**config.mk**
```make
export PLATFORM = sky130hd
export DESIGN_NAME = acl_fragment_reassembly
export DESIGN_NICKNAME = d
export VERILOG_FILES = /design/src/rtl/afr_pkg.sv /design/src/rtl/acl_fragment_reassembly.sv /design/src/rtl/afr_core.sv /design/src/rtl/afr_out_buf.sv
export SDC_FILE = /design/constraint.sdc
export NUM_CORES = 1
export LEC_CHECK = 0
export ABC_CLOCK_PERIOD_IN_PS = 12400
export BUFFER_PORTS_ARGS = -buffer_cell sky130_fd_sc_hd__buf_2
export CORE_UTILIZATION = 63
export CTS_CLUSTER_DIAMETER = 60
export DETAILED_ROUTE_END_ITERATION = 6
export GPL_ROUTABILITY_DRIVEN = 0
export PLACE_DENSITY = 0.85
export SKIP_LAST_GASP = 1
export SLEW_MARGIN = 15
export SYNTH_ARGS = -nofsm -noshare
export SYNTH_HDL_FRONTEND = slang
export SYNTH_SLANG_ARGS = --single-unit
```
**constraint.sdc**
```tcl
create_clock -name aclk -period 12.4 [get_ports aclk]
set_input_delay 0 -clock aclk [delete_from_list [all_inputs] [get_ports aclk]]
set_output_delay 0 -clock aclk [all_outputs]
set_load 0.02 [all_outputs]
```
**src/rtl/afr_pkg.sv**
```systemverilog
// Shared types and codes for the ACL fragment reassembly block.
package afr_pkg;

    localparam logic [11:0] HANDLE_MASK = 12'hFFF;
    localparam logic [15:0] MAX_FRAME_RESET = 16'd2048;
    localparam logic [15:0] INDEX_MAX = 16'hFFFF;
    localparam logic [16:0] L2CAP_HDR_BYTES = 17'd4;

    localparam logic [1:0] PB_CONT  = 2'h1;
    localparam logic [1:0] PB_FIRST = 2'h2;

    localparam logic [1:0] ST_FRAME    = 2'h0;
    localparam logic [1:0] ST_EXCESS   = 2'h1;
    localparam logic [1:0] ST_MISMATCH = 2'h2;
    localparam logic [1:0] ST_LIMIT    = 2'h3;

    typedef struct packed {
        logic [7:0]  data_byte;
        logic        fragment_start;
        logic [11:0] conn_handle;
        logic [1:0]  pb_flag;
        logic [15:0] fragment_length;
    } afr_in_t;

    typedef struct packed {
        logic [7:0]  out_byte;
        logic [15:0] frame_offset;
        logic        frame_end;
        logic [1:0]  status;
        logic [11:0] frame_handle;
    } afr_out_t;

endpackage

```
**src/rtl/acl_fragment_reassembly.sv**
```systemverilog
// Top level of the HCI ACL to L2CAP frame reassembly block.
//
// Input channel s_*: one ACL payload byte per transaction; the header fields
// (handle, packet boundary flag, fragment length) are read on the byte that
// carries fragment_start. Result channel m_*: zero or one result per input
// byte, with the byte, its frame offset, a frame_end mark, a status code and
// the frame's handle. Rejected fragments report once, on their first byte or on the byte that reaches the limit.
// cfg_wr_en/cfg_wr_data write max_frame_bytes (2048 after reset); write it
// only while no transaction is in flight.
// A result is registered in the output register (or in the skid stage while the
// receiver stalls) before it appears on m_valid. Throughput: one byte per cycle
// while s_ready is high; the core state and the output register update per byte.
// Reset (aresetn low, synchronous) clears the frame state and empties the
// output buffer. When the receiver stalls, one further result parks in the
// skid stage; s_ready drops only while that stage is full.
module acl_fragment_reassembly (
    input  logic              aclk,
    input  logic              aresetn,
    input  logic              s_valid,
    output logic              s_ready,
    input  afr_pkg::afr_in_t  s_data,
    output logic              m_valid,
    input  logic              m_ready,
    output afr_pkg::afr_out_t m_data,
    input  logic              cfg_wr_en,
    input  logic [15:0]       cfg_wr_data
);

    logic [15:0]       max_frame_reg;
    logic              accept;
    logic              res_valid;
    afr_pkg::afr_out_t res_item;

    always_ff @(posedge aclk) begin
        if (!aresetn) begin
            max_frame_reg <= afr_pkg::MAX_FRAME_RESET;
        end else if (cfg_wr_en) begin
            max_frame_reg <= cfg_wr_data;
        end
    end

    assign accept = s_valid && s_ready;

    afr_core u_core (
        .aclk            (aclk),
        .aresetn         (aresetn),
        .accept          (accept),
        .in_item         (s_data),
        .max_frame_bytes (max_frame_reg),
        .res_valid       (res_valid),
        .res_item        (res_item)
    );

    afr_out_buf u_out_buf (
        .aclk       (aclk),
        .aresetn    (aresetn),
        .push       (res_valid),
        .push_item  (res_item),
        .can_accept (s_ready),
        .m_valid    (m_valid),
        .m_ready    (m_ready),
        .m_data     (m_data)
    );

endmodule

```
**src/rtl/afr_core.sv**
```systemverilog
// Reassembly state and per-byte decision logic.
module afr_core (
    input  logic              aclk,
    input  logic              aresetn,
    input  logic              accept,
    input  afr_pkg::afr_in_t  in_item,
    input  logic [15:0]       max_frame_bytes,
    output logic              res_valid,
    output afr_pkg::afr_out_t res_item
);

    logic [11:0] handle_reg, handle_next;
    logic [15:0] index_reg, index_next;
    logic [16:0] exp_len_reg, exp_len_next;
    logic [7:0]  len_low_reg, len_low_next;
    logic        len_known_reg, len_known_next;
    logic        open_reg, open_next;
    logic        drop_reg, drop_next;

    always_comb begin
        logic        done;
        logic [15:0] off;
        logic        fend;
        logic [1:0]  st;
        logic        emit;

        handle_next    = handle_reg;
        index_next     = index_reg;
        exp_len_next   = exp_len_reg;
        len_low_next   = len_low_reg;
        len_known_next = len_known_reg;
        open_next      = open_reg;
        drop_next      = drop_reg;
        done = 1'b0;
        emit = 1'b0;
        off  = index_reg;
        fend = 1'b0;
        st   = afr_pkg::ST_FRAME;

        if (in_item.fragment_start) begin
            drop_next = 1'b0;
            if (in_item.pb_flag == afr_pkg::PB_FIRST) begin
                handle_next    = in_item.conn_handle & afr_pkg::HANDLE_MASK;
                index_next     = '0;
                exp_len_next   = '0;
                len_low_next   = '0;
                len_known_next = 1'b0;
                open_next      = 1'b1;
            end else if (in_item.pb_flag == afr_pkg::PB_CONT
                         && in_item.conn_handle != handle_reg) begin
                drop_next = 1'b1;
                emit = 1'b1;
                st   = afr_pkg::ST_MISMATCH;
                done = 1'b1;
            end
            // reject a fragment that cannot fit in the frame limit
            if (!done && open_next
                && ({1'b0, index_next} + {1'b0, in_item.fragment_length})
                   > {1'b0, max_frame_bytes}) begin
                drop_next = 1'b1;
                open_next = 1'b0;
                emit = 1'b1;
                off  = index_next;
                st   = afr_pkg::ST_LIMIT;
                done = 1'b1;
            end
        end

        if (!done && !drop_next) begin
            off  = index_next;
            emit = 1'b1;
            if (!open_next) begin
                st = afr_pkg::ST_EXCESS;
                if (index_next != afr_pkg::INDEX_MAX) index_next = index_next + 16'd1;
            end else if (index_next >= max_frame_bytes) begin
                drop_next = 1'b1;
                open_next = 1'b0;
                st = afr_pkg::ST_LIMIT;
            end else begin
                if (off == 16'd0) begin
                    len_low_next = in_item.data_byte;
                end else if (off == 16'd1) begin
                    exp_len_next = {1'b0, in_item.data_byte, len_low_next}
                                   + afr_pkg::L2CAP_HDR_BYTES;
                    len_known_next = 1'b1;
                end
                if (index_next != afr_pkg::INDEX_MAX) index_next = index_next + 16'd1;
                // close the frame on the byte that reaches the expected length
                if (len_known_next && ({1'b0, off} + 17'd1) == exp_len_next) begin
                    fend = 1'b1;
                    open_next = 1'b0;
                end
            end
        end

        res_valid             = accept && emit;
        res_item.out_byte     = in_item.data_byte;
        res_item.frame_offset = off;
        res_item.frame_end    = fend;
        res_item.status       = st;
        res_item.frame_handle = handle_next;
    end

    always_ff @(posedge aclk) begin
        if (!aresetn) begin
            handle_reg    <= '0;
            index_reg     <= '0;
            exp_len_reg   <= '0;
            len_low_reg   <= '0;
            len_known_reg <= 1'b0;
            open_reg      <= 1'b0;
            drop_reg      <= 1'b0;
        end else if (accept) begin
            handle_reg    <= handle_next;
            index_reg     <= index_next;
            exp_len_reg   <= exp_len_next;
            len_low_reg   <= len_low_next;
            len_known_reg <= len_known_next;
            open_reg      <= open_next;
            drop_reg      <= drop_next;
        end
    end

    a_end_is_frame: assert property (@(posedge aclk) disable iff (!aresetn)
        (res_valid && res_item.frame_end) |-> res_item.status == afr_pkg::ST_FRAME)
        else $error("frame_end on a non-frame result");
    a_end_closes: assert property (@(posedge aclk) disable iff (!aresetn)
        (res_valid && res_item.frame_end) |=> !open_reg)
        else $error("frame still open after frame_end");
    a_drop_silent: assert property (@(posedge aclk) disable iff (!aresetn)
        (accept && drop_reg && !in_item.fragment_start) |-> !res_valid)
        else $error("result from a dropped fragment");

endmodule

```
**src/rtl/afr_out_buf.sv**
```systemverilog
// Output register with a skid stage for the result channel.
module afr_out_buf (
    input  logic              aclk,
    input  logic              aresetn,
    input  logic              push,
    input  afr_pkg::afr_out_t push_item,
    output logic              can_accept,
    output logic              m_valid,
    input  logic              m_ready,
    output afr_pkg::afr_out_t m_data
);

    logic              out_valid_reg, out_valid_next;
    logic              skid_valid_reg, skid_valid_next;
    afr_pkg::afr_out_t out_reg, out_next;
    afr_pkg::afr_out_t skid_reg, skid_next;

    assign can_accept = !skid_valid_reg;
    assign m_valid    = out_valid_reg;
    assign m_data     = out_reg;

    always_comb begin
        out_valid_next  = out_valid_reg;
        skid_valid_next = skid_valid_reg;
        out_next        = out_reg;
        skid_next       = skid_reg;
        if (!out_valid_reg || m_ready) begin
            if (skid_valid_reg) begin
                // advance the parked transaction
                out_next        = skid_reg;
                out_valid_next  = 1'b1;
                skid_valid_next = 1'b0;
            end else begin
                out_next       = push_item;
                out_valid_next = push;
            end
        end else if (push) begin
            // hold the new result while the receiver stalls
            skid_next       = push_item;
            skid_valid_next = 1'b1;
        end
    end

    always_ff @(posedge aclk) begin
        if (!aresetn) begin
            out_valid_reg  <= 1'b0;
            skid_valid_reg <= 1'b0;
        end else begin
            out_valid_reg  <= out_valid_next;
            skid_valid_reg <= skid_valid_next;
        end
        out_reg  <= out_next;
        skid_reg <= skid_next;
    end

    a_skid_behind_out: assert property (@(posedge aclk) disable iff (!aresetn)
        skid_valid_reg |-> out_valid_reg)
        else $error("skid stage full with output register empty");
    a_no_overrun: assert property (@(posedge aclk) disable iff (!aresetn)
        push |-> !skid_valid_reg)
        else $error("result pushed into a full buffer");
    a_push_lands: assert property (@(posedge aclk) disable iff (!aresetn)
        (push && !out_valid_reg) |=> (out_valid_reg && out_reg == $past(push_item)))
        else $error("result lost on an empty buffer");

endmodule

```
==> results of run 1 <==
[area by class of cell]
cell class              count  area share [%]
flip-flops and latches    152            35.7
clock inverters            15            1.45
multi-input cells         742            46.4
inverters                  47            1.65
well taps                 180            2.10
repair buffers            146            8.75
clock buffers              17            3.97
[final timing paths]
kind	start	endpoint	slack [ns]	depth (start not counted)
worst max register to register	u_core.index_reg[1]	u_core.index_reg[2]	6.10	20
worst min-delay path	aresetn	max_frame_reg[11]	0.04	2
worst max-delay path	u_core.index_reg[1]	u_core.index_reg[2]	6.10	20
worst min register to register	u_core.len_known_reg	u_core.len_known_reg	0.47	2
[routing by layer]
layer	up-vias	part of all wire [%]	global-route usage, %
met4	0	4.5	17.8
met2	577	47	59.3
li1	3834	-	-
met1	4011	39	45.9
met5	-	0	0
met3	123	10	7.06
[worst max-delay path: stages (launching register included)]
cell	delay, ns
dfxtp_1	0.41
and2_1	0.20
ha_1	0.24
a21o_1	0.22
maj3_2	0.33
a221o_1	0.33
o41ai_1	0.70
o21ai_1	0.19
o41a_1	0.38
a21o_1	0.19
a21oi_1	0.18
xnor2_1	0.09
ha_1	0.29
nand2_1	0.05
or3_1	0.31
o22a_1	0.16
o211ai_1	0.30
o31ai_4	0.18
nor3_1	1.01
a32oi_1	0.25
a31oi_1	0.21
[stage by stage]
stage | hold WS, ns | setup slack [ns] | std cells | total power [mW]
2_1_floorplan | 0.0989 | 7.21 | 1005 | 0.664
3_3_place_gp | 0.223 | 6.16 | 1230 | 0.708
3_5_place_dp | 0.231 | 5.91 | 1230 | 0.714
4_1_cts | 0.0168 | 6.32 | 1299 | 1.23
5_1_grt | 0.0340 | 5.92 | 1299 | 1.28
6_report | 0.0393 | 6.10 | 1299 | 1.24
[cell usage in the layout (no fill, tap or decap), types with 23 or more instances in the layout]
cell           count
o21ai_0           43
mux2i_1           23
dfxtp_1           74
a21oi_1           53
nand2_1          138
xor2_1            35
nor2_1            54
edfxtp_1          78
xnor2_1           27
mux2_2            26
inv_1             45
nand3_1           46
dlygate4sd3_1     37
buf_2            100
ha_1              47
and2_1            29
[power groups by stage]
| stage | clock network, mW | registers, mW | logic, mW |
|---|---|---|---|
| floorplan | 0 | 0.580 | 0.0836 |
| global placement | 0 | 0.567 | 0.141 |
| detailed placement | 0 | 0.569 | 0.145 |
| CTS | 0.516 | 0.558 | 0.156 |
| global route | 0.540 | 0.561 | 0.175 |
| finish | 0.521 | 0.559 | 0.161 |
[cells by family (layout without fill, tap and decap cells)]
kind of cell	Yosys count	after routing	synth area share [%]
compound gates	207	207	15.4
xor+xnor	64	64	6.37
fa+ha+maj	49	49	6.71
buf+inv	111	225	4.72
flops	152	152	41.4
mux	50	50	5.83
simple gates	372	372	19.5
==> results.txt, run 1 <==
Status: completed
Final TNS setup: 0 ns
Initial DRC count: 1,193
Full die area: 15,100 sq um
Critical Path Fanout Max: 11
Post-DP HPWL: 17,100 um
Min Tclk post-route: 6.30 ns
Final Hold Fails: 0
Post-synth top cells: 138 x nand2_1, 78 x edfxtp_1, 74 x dfxtp_1
Die Y-Extent: 123 um
Static Leakage: 4.59 nW
Diodes inserted: 0
CTS Hold Bufs: 37
Routed WL: 26,300 um
FMAX: 0.159 GHz
Post-synth EDFFs: 78
CP Data Required Time: 12.77 ns
Final setup violation count: 0
Peak VDD IR: 0.0000814 V
Headroom to the max-slew limit: 17.3%
Post-layout util: 76.1%
Area leader, netlist: edfxtp_1
Layout cells sized above 1: 16.4%
Clock power share: 42.0%
Fillers: 924
Fin Clk Skew: 0.00910 ns
CTS Buffer Depth: 2
#FFs+latches synth: 152
Cell Rows: 43
Die Wd: 123 um
Vias per cell: 6.58
All-Layer GR Usage: 36.2%
Cells after Synth: 1,005
Final period utilization: 50.8%
CP arrival: 6.67 ns
Via count: 8,545
H-tree levels: 4
First-pass GRT wire length: 41,400 um
Port Buf Inserts: 100
Startpoint types: flop
Sequential fraction of the synthesis area: 41.4%
IO Pins: 101
Clk_lat worst skew: 0.44 ns
Mapped Nets: 1,113
Vias in the first global route: 8,079
Core area: 14,100 sq um
Initial core utilization: 65.5%
Largest net degree at the start of global routing: 64
Multi-input gate area: 4980 sq um
TritonCTS Buffers: 17
Post-route cell area: 10,700 sq um
Tightest Pin Transition: 1.23 ns
Final Max Slew Viols: 0
Unique cell type count in the Yosys netlist: 75
1st-pass router iterations: 6
Internal power: 894 uW
Sw Ratio: 28.0%
Fraction of registers with async set/reset: 0%
Post-Syn Area per Cell: 9.19 sq um
Crit end category: flop
Post-CTS Setup Repair Bufs: 0
Gr ovfl total: 0
CTS tree: built
Max-cap violations: 0
DR WL/cell: 20.2 um
Most common cell in the netlist: nand2_1
Synth Warn #: 0
Switching power: 347 uW
HP Class: input port to flop
Worst-path clk slew: 0.07 ns
Pwr/cell area: 116 nW/um^2
Kind of critical path: flop to flop
Top_reg_cell synth: edfxtp_1
Register area: 3820 sq um
Cell area after synthesis: 9230 sq um
Nets: 1,214
Remaining antenna violation count: 0
Gate power share: 13.0%
# DRC: 0
CTS root buf: clkbuf_16
RSZ-0062 raised after global routing: no
Placed inst area: 9770 sq um
Post-CTS resize count: 0
Initial antenna violation count: 0
Synth-to-Final Area Change: 16.2%
Clock sinks: 152
Yosys top cell area share: 25.4%
Sequential share of power: 45.0%
Top cells by area, synth: edfxtp_1 25%, dfxtp_1 16%, ha_1 6.4%
(Power assumes the default switching activity.)
==> inputs of run 2 (changes only) <==
--- a/config.mk
+++ b/config.mk
@@ -5,13 +5,13 @@
 export SDC_FILE = /design/constraint.sdc
 export NUM_CORES = 1
 export LEC_CHECK = 0
-export ABC_CLOCK_PERIOD_IN_PS = 12400
+export ABC_CLOCK_PERIOD_IN_PS = 6400
 export BUFFER_PORTS_ARGS = -buffer_cell sky130_fd_sc_hd__buf_2
-export CORE_UTILIZATION = 63
+export CORE_UTILIZATION = 60
 export CTS_CLUSTER_DIAMETER = 60
 export DETAILED_ROUTE_END_ITERATION = 6
 export GPL_ROUTABILITY_DRIVEN = 0
-export PLACE_DENSITY = 0.85
+export PLACE_DENSITY = 0.81
 export SKIP_LAST_GASP = 1
 export SLEW_MARGIN = 15
 export SYNTH_ARGS = -nofsm -noshare
==> constraint.sdc (replaced) <==
create_clock -name aclk -period 6.4 [get_ports aclk]
set_input_delay 0 -clock aclk [delete_from_list [all_inputs] [get_ports aclk]]
set_output_delay 0 -clock aclk [all_outputs]
set_load 0.02 [all_outputs]
==> results.txt, run 2 (synthesized netlist as in run 1, its figures left out) <==
Synth-to-Final Area Change: 16.8%
Crit end category: flop
Static Leakage: 4.62 nW
Final Max Slew Viols: 0
Min Tclk post-route: 5.71 ns
Core area: 14,800 sq um
Crit path max-delay cell type: o41ai_1
Fillers: 1,064
Kind of critical path: flop to flop
Largest net degree at the start of global routing: 60
Register area: 3820 sq um
Final Hold Fails: 0
Initial antenna violation count: 0
Full die area: 15,900 sq um
Vias per cell: 6.25
Clock sinks: 152
Crit-path cells: and2_1 -> ha_1 -> a21o_1 -> maj3_2 -> a221o_1 -> o41ai_1 -> o21ai_1 -> o41a_1 -> a21o_1 -> a21oi_1 -> xnor2_1 -> ha_1 -> nand2_1 -> or3_1 -> o22a_1 -> o211ai_1 -> o31ai_4 -> nor3_1 -> buf_4 -> and3_1 -> a22o_1
Worst-path clk slew: 0.07 ns
Commonest cells after routing, fill and taps aside: 138 x nand2_1, 100 x buf_2, 78 x edfxtp_1
Critical Path Fanout Max: 12
TritonCTS Buffers: 17
Initial core utilization: 62.6%
Dpl cells: 1,239
Fin cells: 1,308
Status: completed
Layout cells sized above 1: 16.6%
Pwr/cell area: 223 nW/um^2
Final period utilization: 89.2%
Tightest Pin Transition: 1.14 ns
CTS tree: built
# DRC: 0
Clk_lat worst skew: 0.43 ns
Multi-input gate area: 4980 sq um
CTS root buf: clkbuf_16
Vias in the first global route: 7,516
Fin Clk Skew: 0.00880 ns
Diodes inserted: 0
CP top delay family: compound AO/OA/AOI/OAI gates
CP arrival: 6.08 ns
WP buf/inv: 1
Startpoint types: flop
Peak VDD IR: 0.000169 V
Die Wd: 126 um
All-Layer GR Usage: 31.1%
Crit-path max cell delay: 0.56 ns
Port Buf Inserts: 100
RSZ-0062 raised after global routing: no
Via count: 8,175
CTS Buffer Depth: 2
H-tree levels: 4
Routed WL: 24,300 um
Nets: 1,219
Die Y-Extent: 126 um
Post-CTS Setup Repair Bufs: 0
IO Pins: 101
Initial DRC count: 1,065
First-pass GRT wire length: 38,700 um
DR WL/cell: 18.6 um
Remaining antenna violation count: 0
CP Data Required Time: 6.77 ns
Final TNS setup: 0 ns
Headroom to the max-slew limit: 23.5%
HP Class: input port to flop
Final setup violation count: 0
Gr ovfl total: 0
Post-DP HPWL: 16,500 um
Most common cell after layout, fill and taps aside: nand2_1
FMAX: 0.175 GHz
1st-pass router iterations: 7
Max-cap violations: 0
Cell Rows: 44
==> run 2: layer usage <==
| metal | up-vias | global-route usage (%) | share of wire [%] | wire (um) |
|---|---|---|---|---|
| met4 | 0 | 11.1 | 2.6 | 635 |
| li1 | 3847 | - | - | - |
| met2 | 438 | 49.0 | 45 | 11000 |
| met5 | - | 0 | 0 | 0 |
| met3 | 74 | 6.07 | 9.5 | 2310 |
| met1 | 3816 | 42.5 | 42 | 10300 |
==> run 2: stage by stage <==
stage | setup slack [ns] | total power [mW] | utilization (%) | cell area (sq um) | hold WS, ns
after floorplan | 1.21 | 1.29 | - | 9230 | 0.0989
after global placement | 1.07 | 1.38 | 66.5 | 9820 | 0.227
after detailed placement | 0.855 | 1.38 | 66.5 | 9820 | 0.233
after CTS | 0.782 | 2.40 | 73.0 | 10800 | 0.0248
after global routing | 0.459 | 2.48 | 73.0 | 10800 | 0.0539
final | 0.688 | 2.41 | 73.0 | 10800 | 0.0425
==> run 2: repair_timing <==
action | in CTS | in global routing
hold buffers | 37 | 0
endpoints found under the hold margin | 60 | 0
gates resized for setup | 0 | 0
==> run 2: layout make-up <==
class | instances | area share [%]
clock buffer | 18 | 3.98
timing repair buffer | 151 | 9.06
tap | 184 | 2.14
inverter | 47 | 1.64
multi-input combinational | 742 | 46.2
sequential | 152 | 35.5
clock inverter | 14 | 1.51
==> run 2: final timing paths <==
| path | startpoint | to | slack [ns] | cells after the start |
|---|---|---|---|---|
| setup / recovery | u_core.index_reg[1] | u_core.len_low_reg[1] | 0.69 | 21 |
| hold / removal | aresetn | max_frame_reg[11] | 0.04 | 2 |
| setup reg to reg | u_core.index_reg[1] | u_core.len_low_reg[1] | 0.69 | 21 |
| hold reg to reg | u_core.len_known_reg | u_core.len_known_reg | 0.46 | 2 |
==> run 2: power breakdown <==
part | switching [mW] | internal (mW)
clock | 0.432 | 0.584
combinational | 0.192 | 0.117
sequential | 0.0166 | 1.06
total | 0.640 | 1.76
==> run 2: worst register-to-register path: cells and delay by family, from the launching register on <==
family	cells	cell delay, ns
compound gates	11	2.92
simple gates	5	1.16
fa+ha+maj	3	0.87
flops	1	0.40
buf+inv	1	0.22
xor+xnor	1	0.10
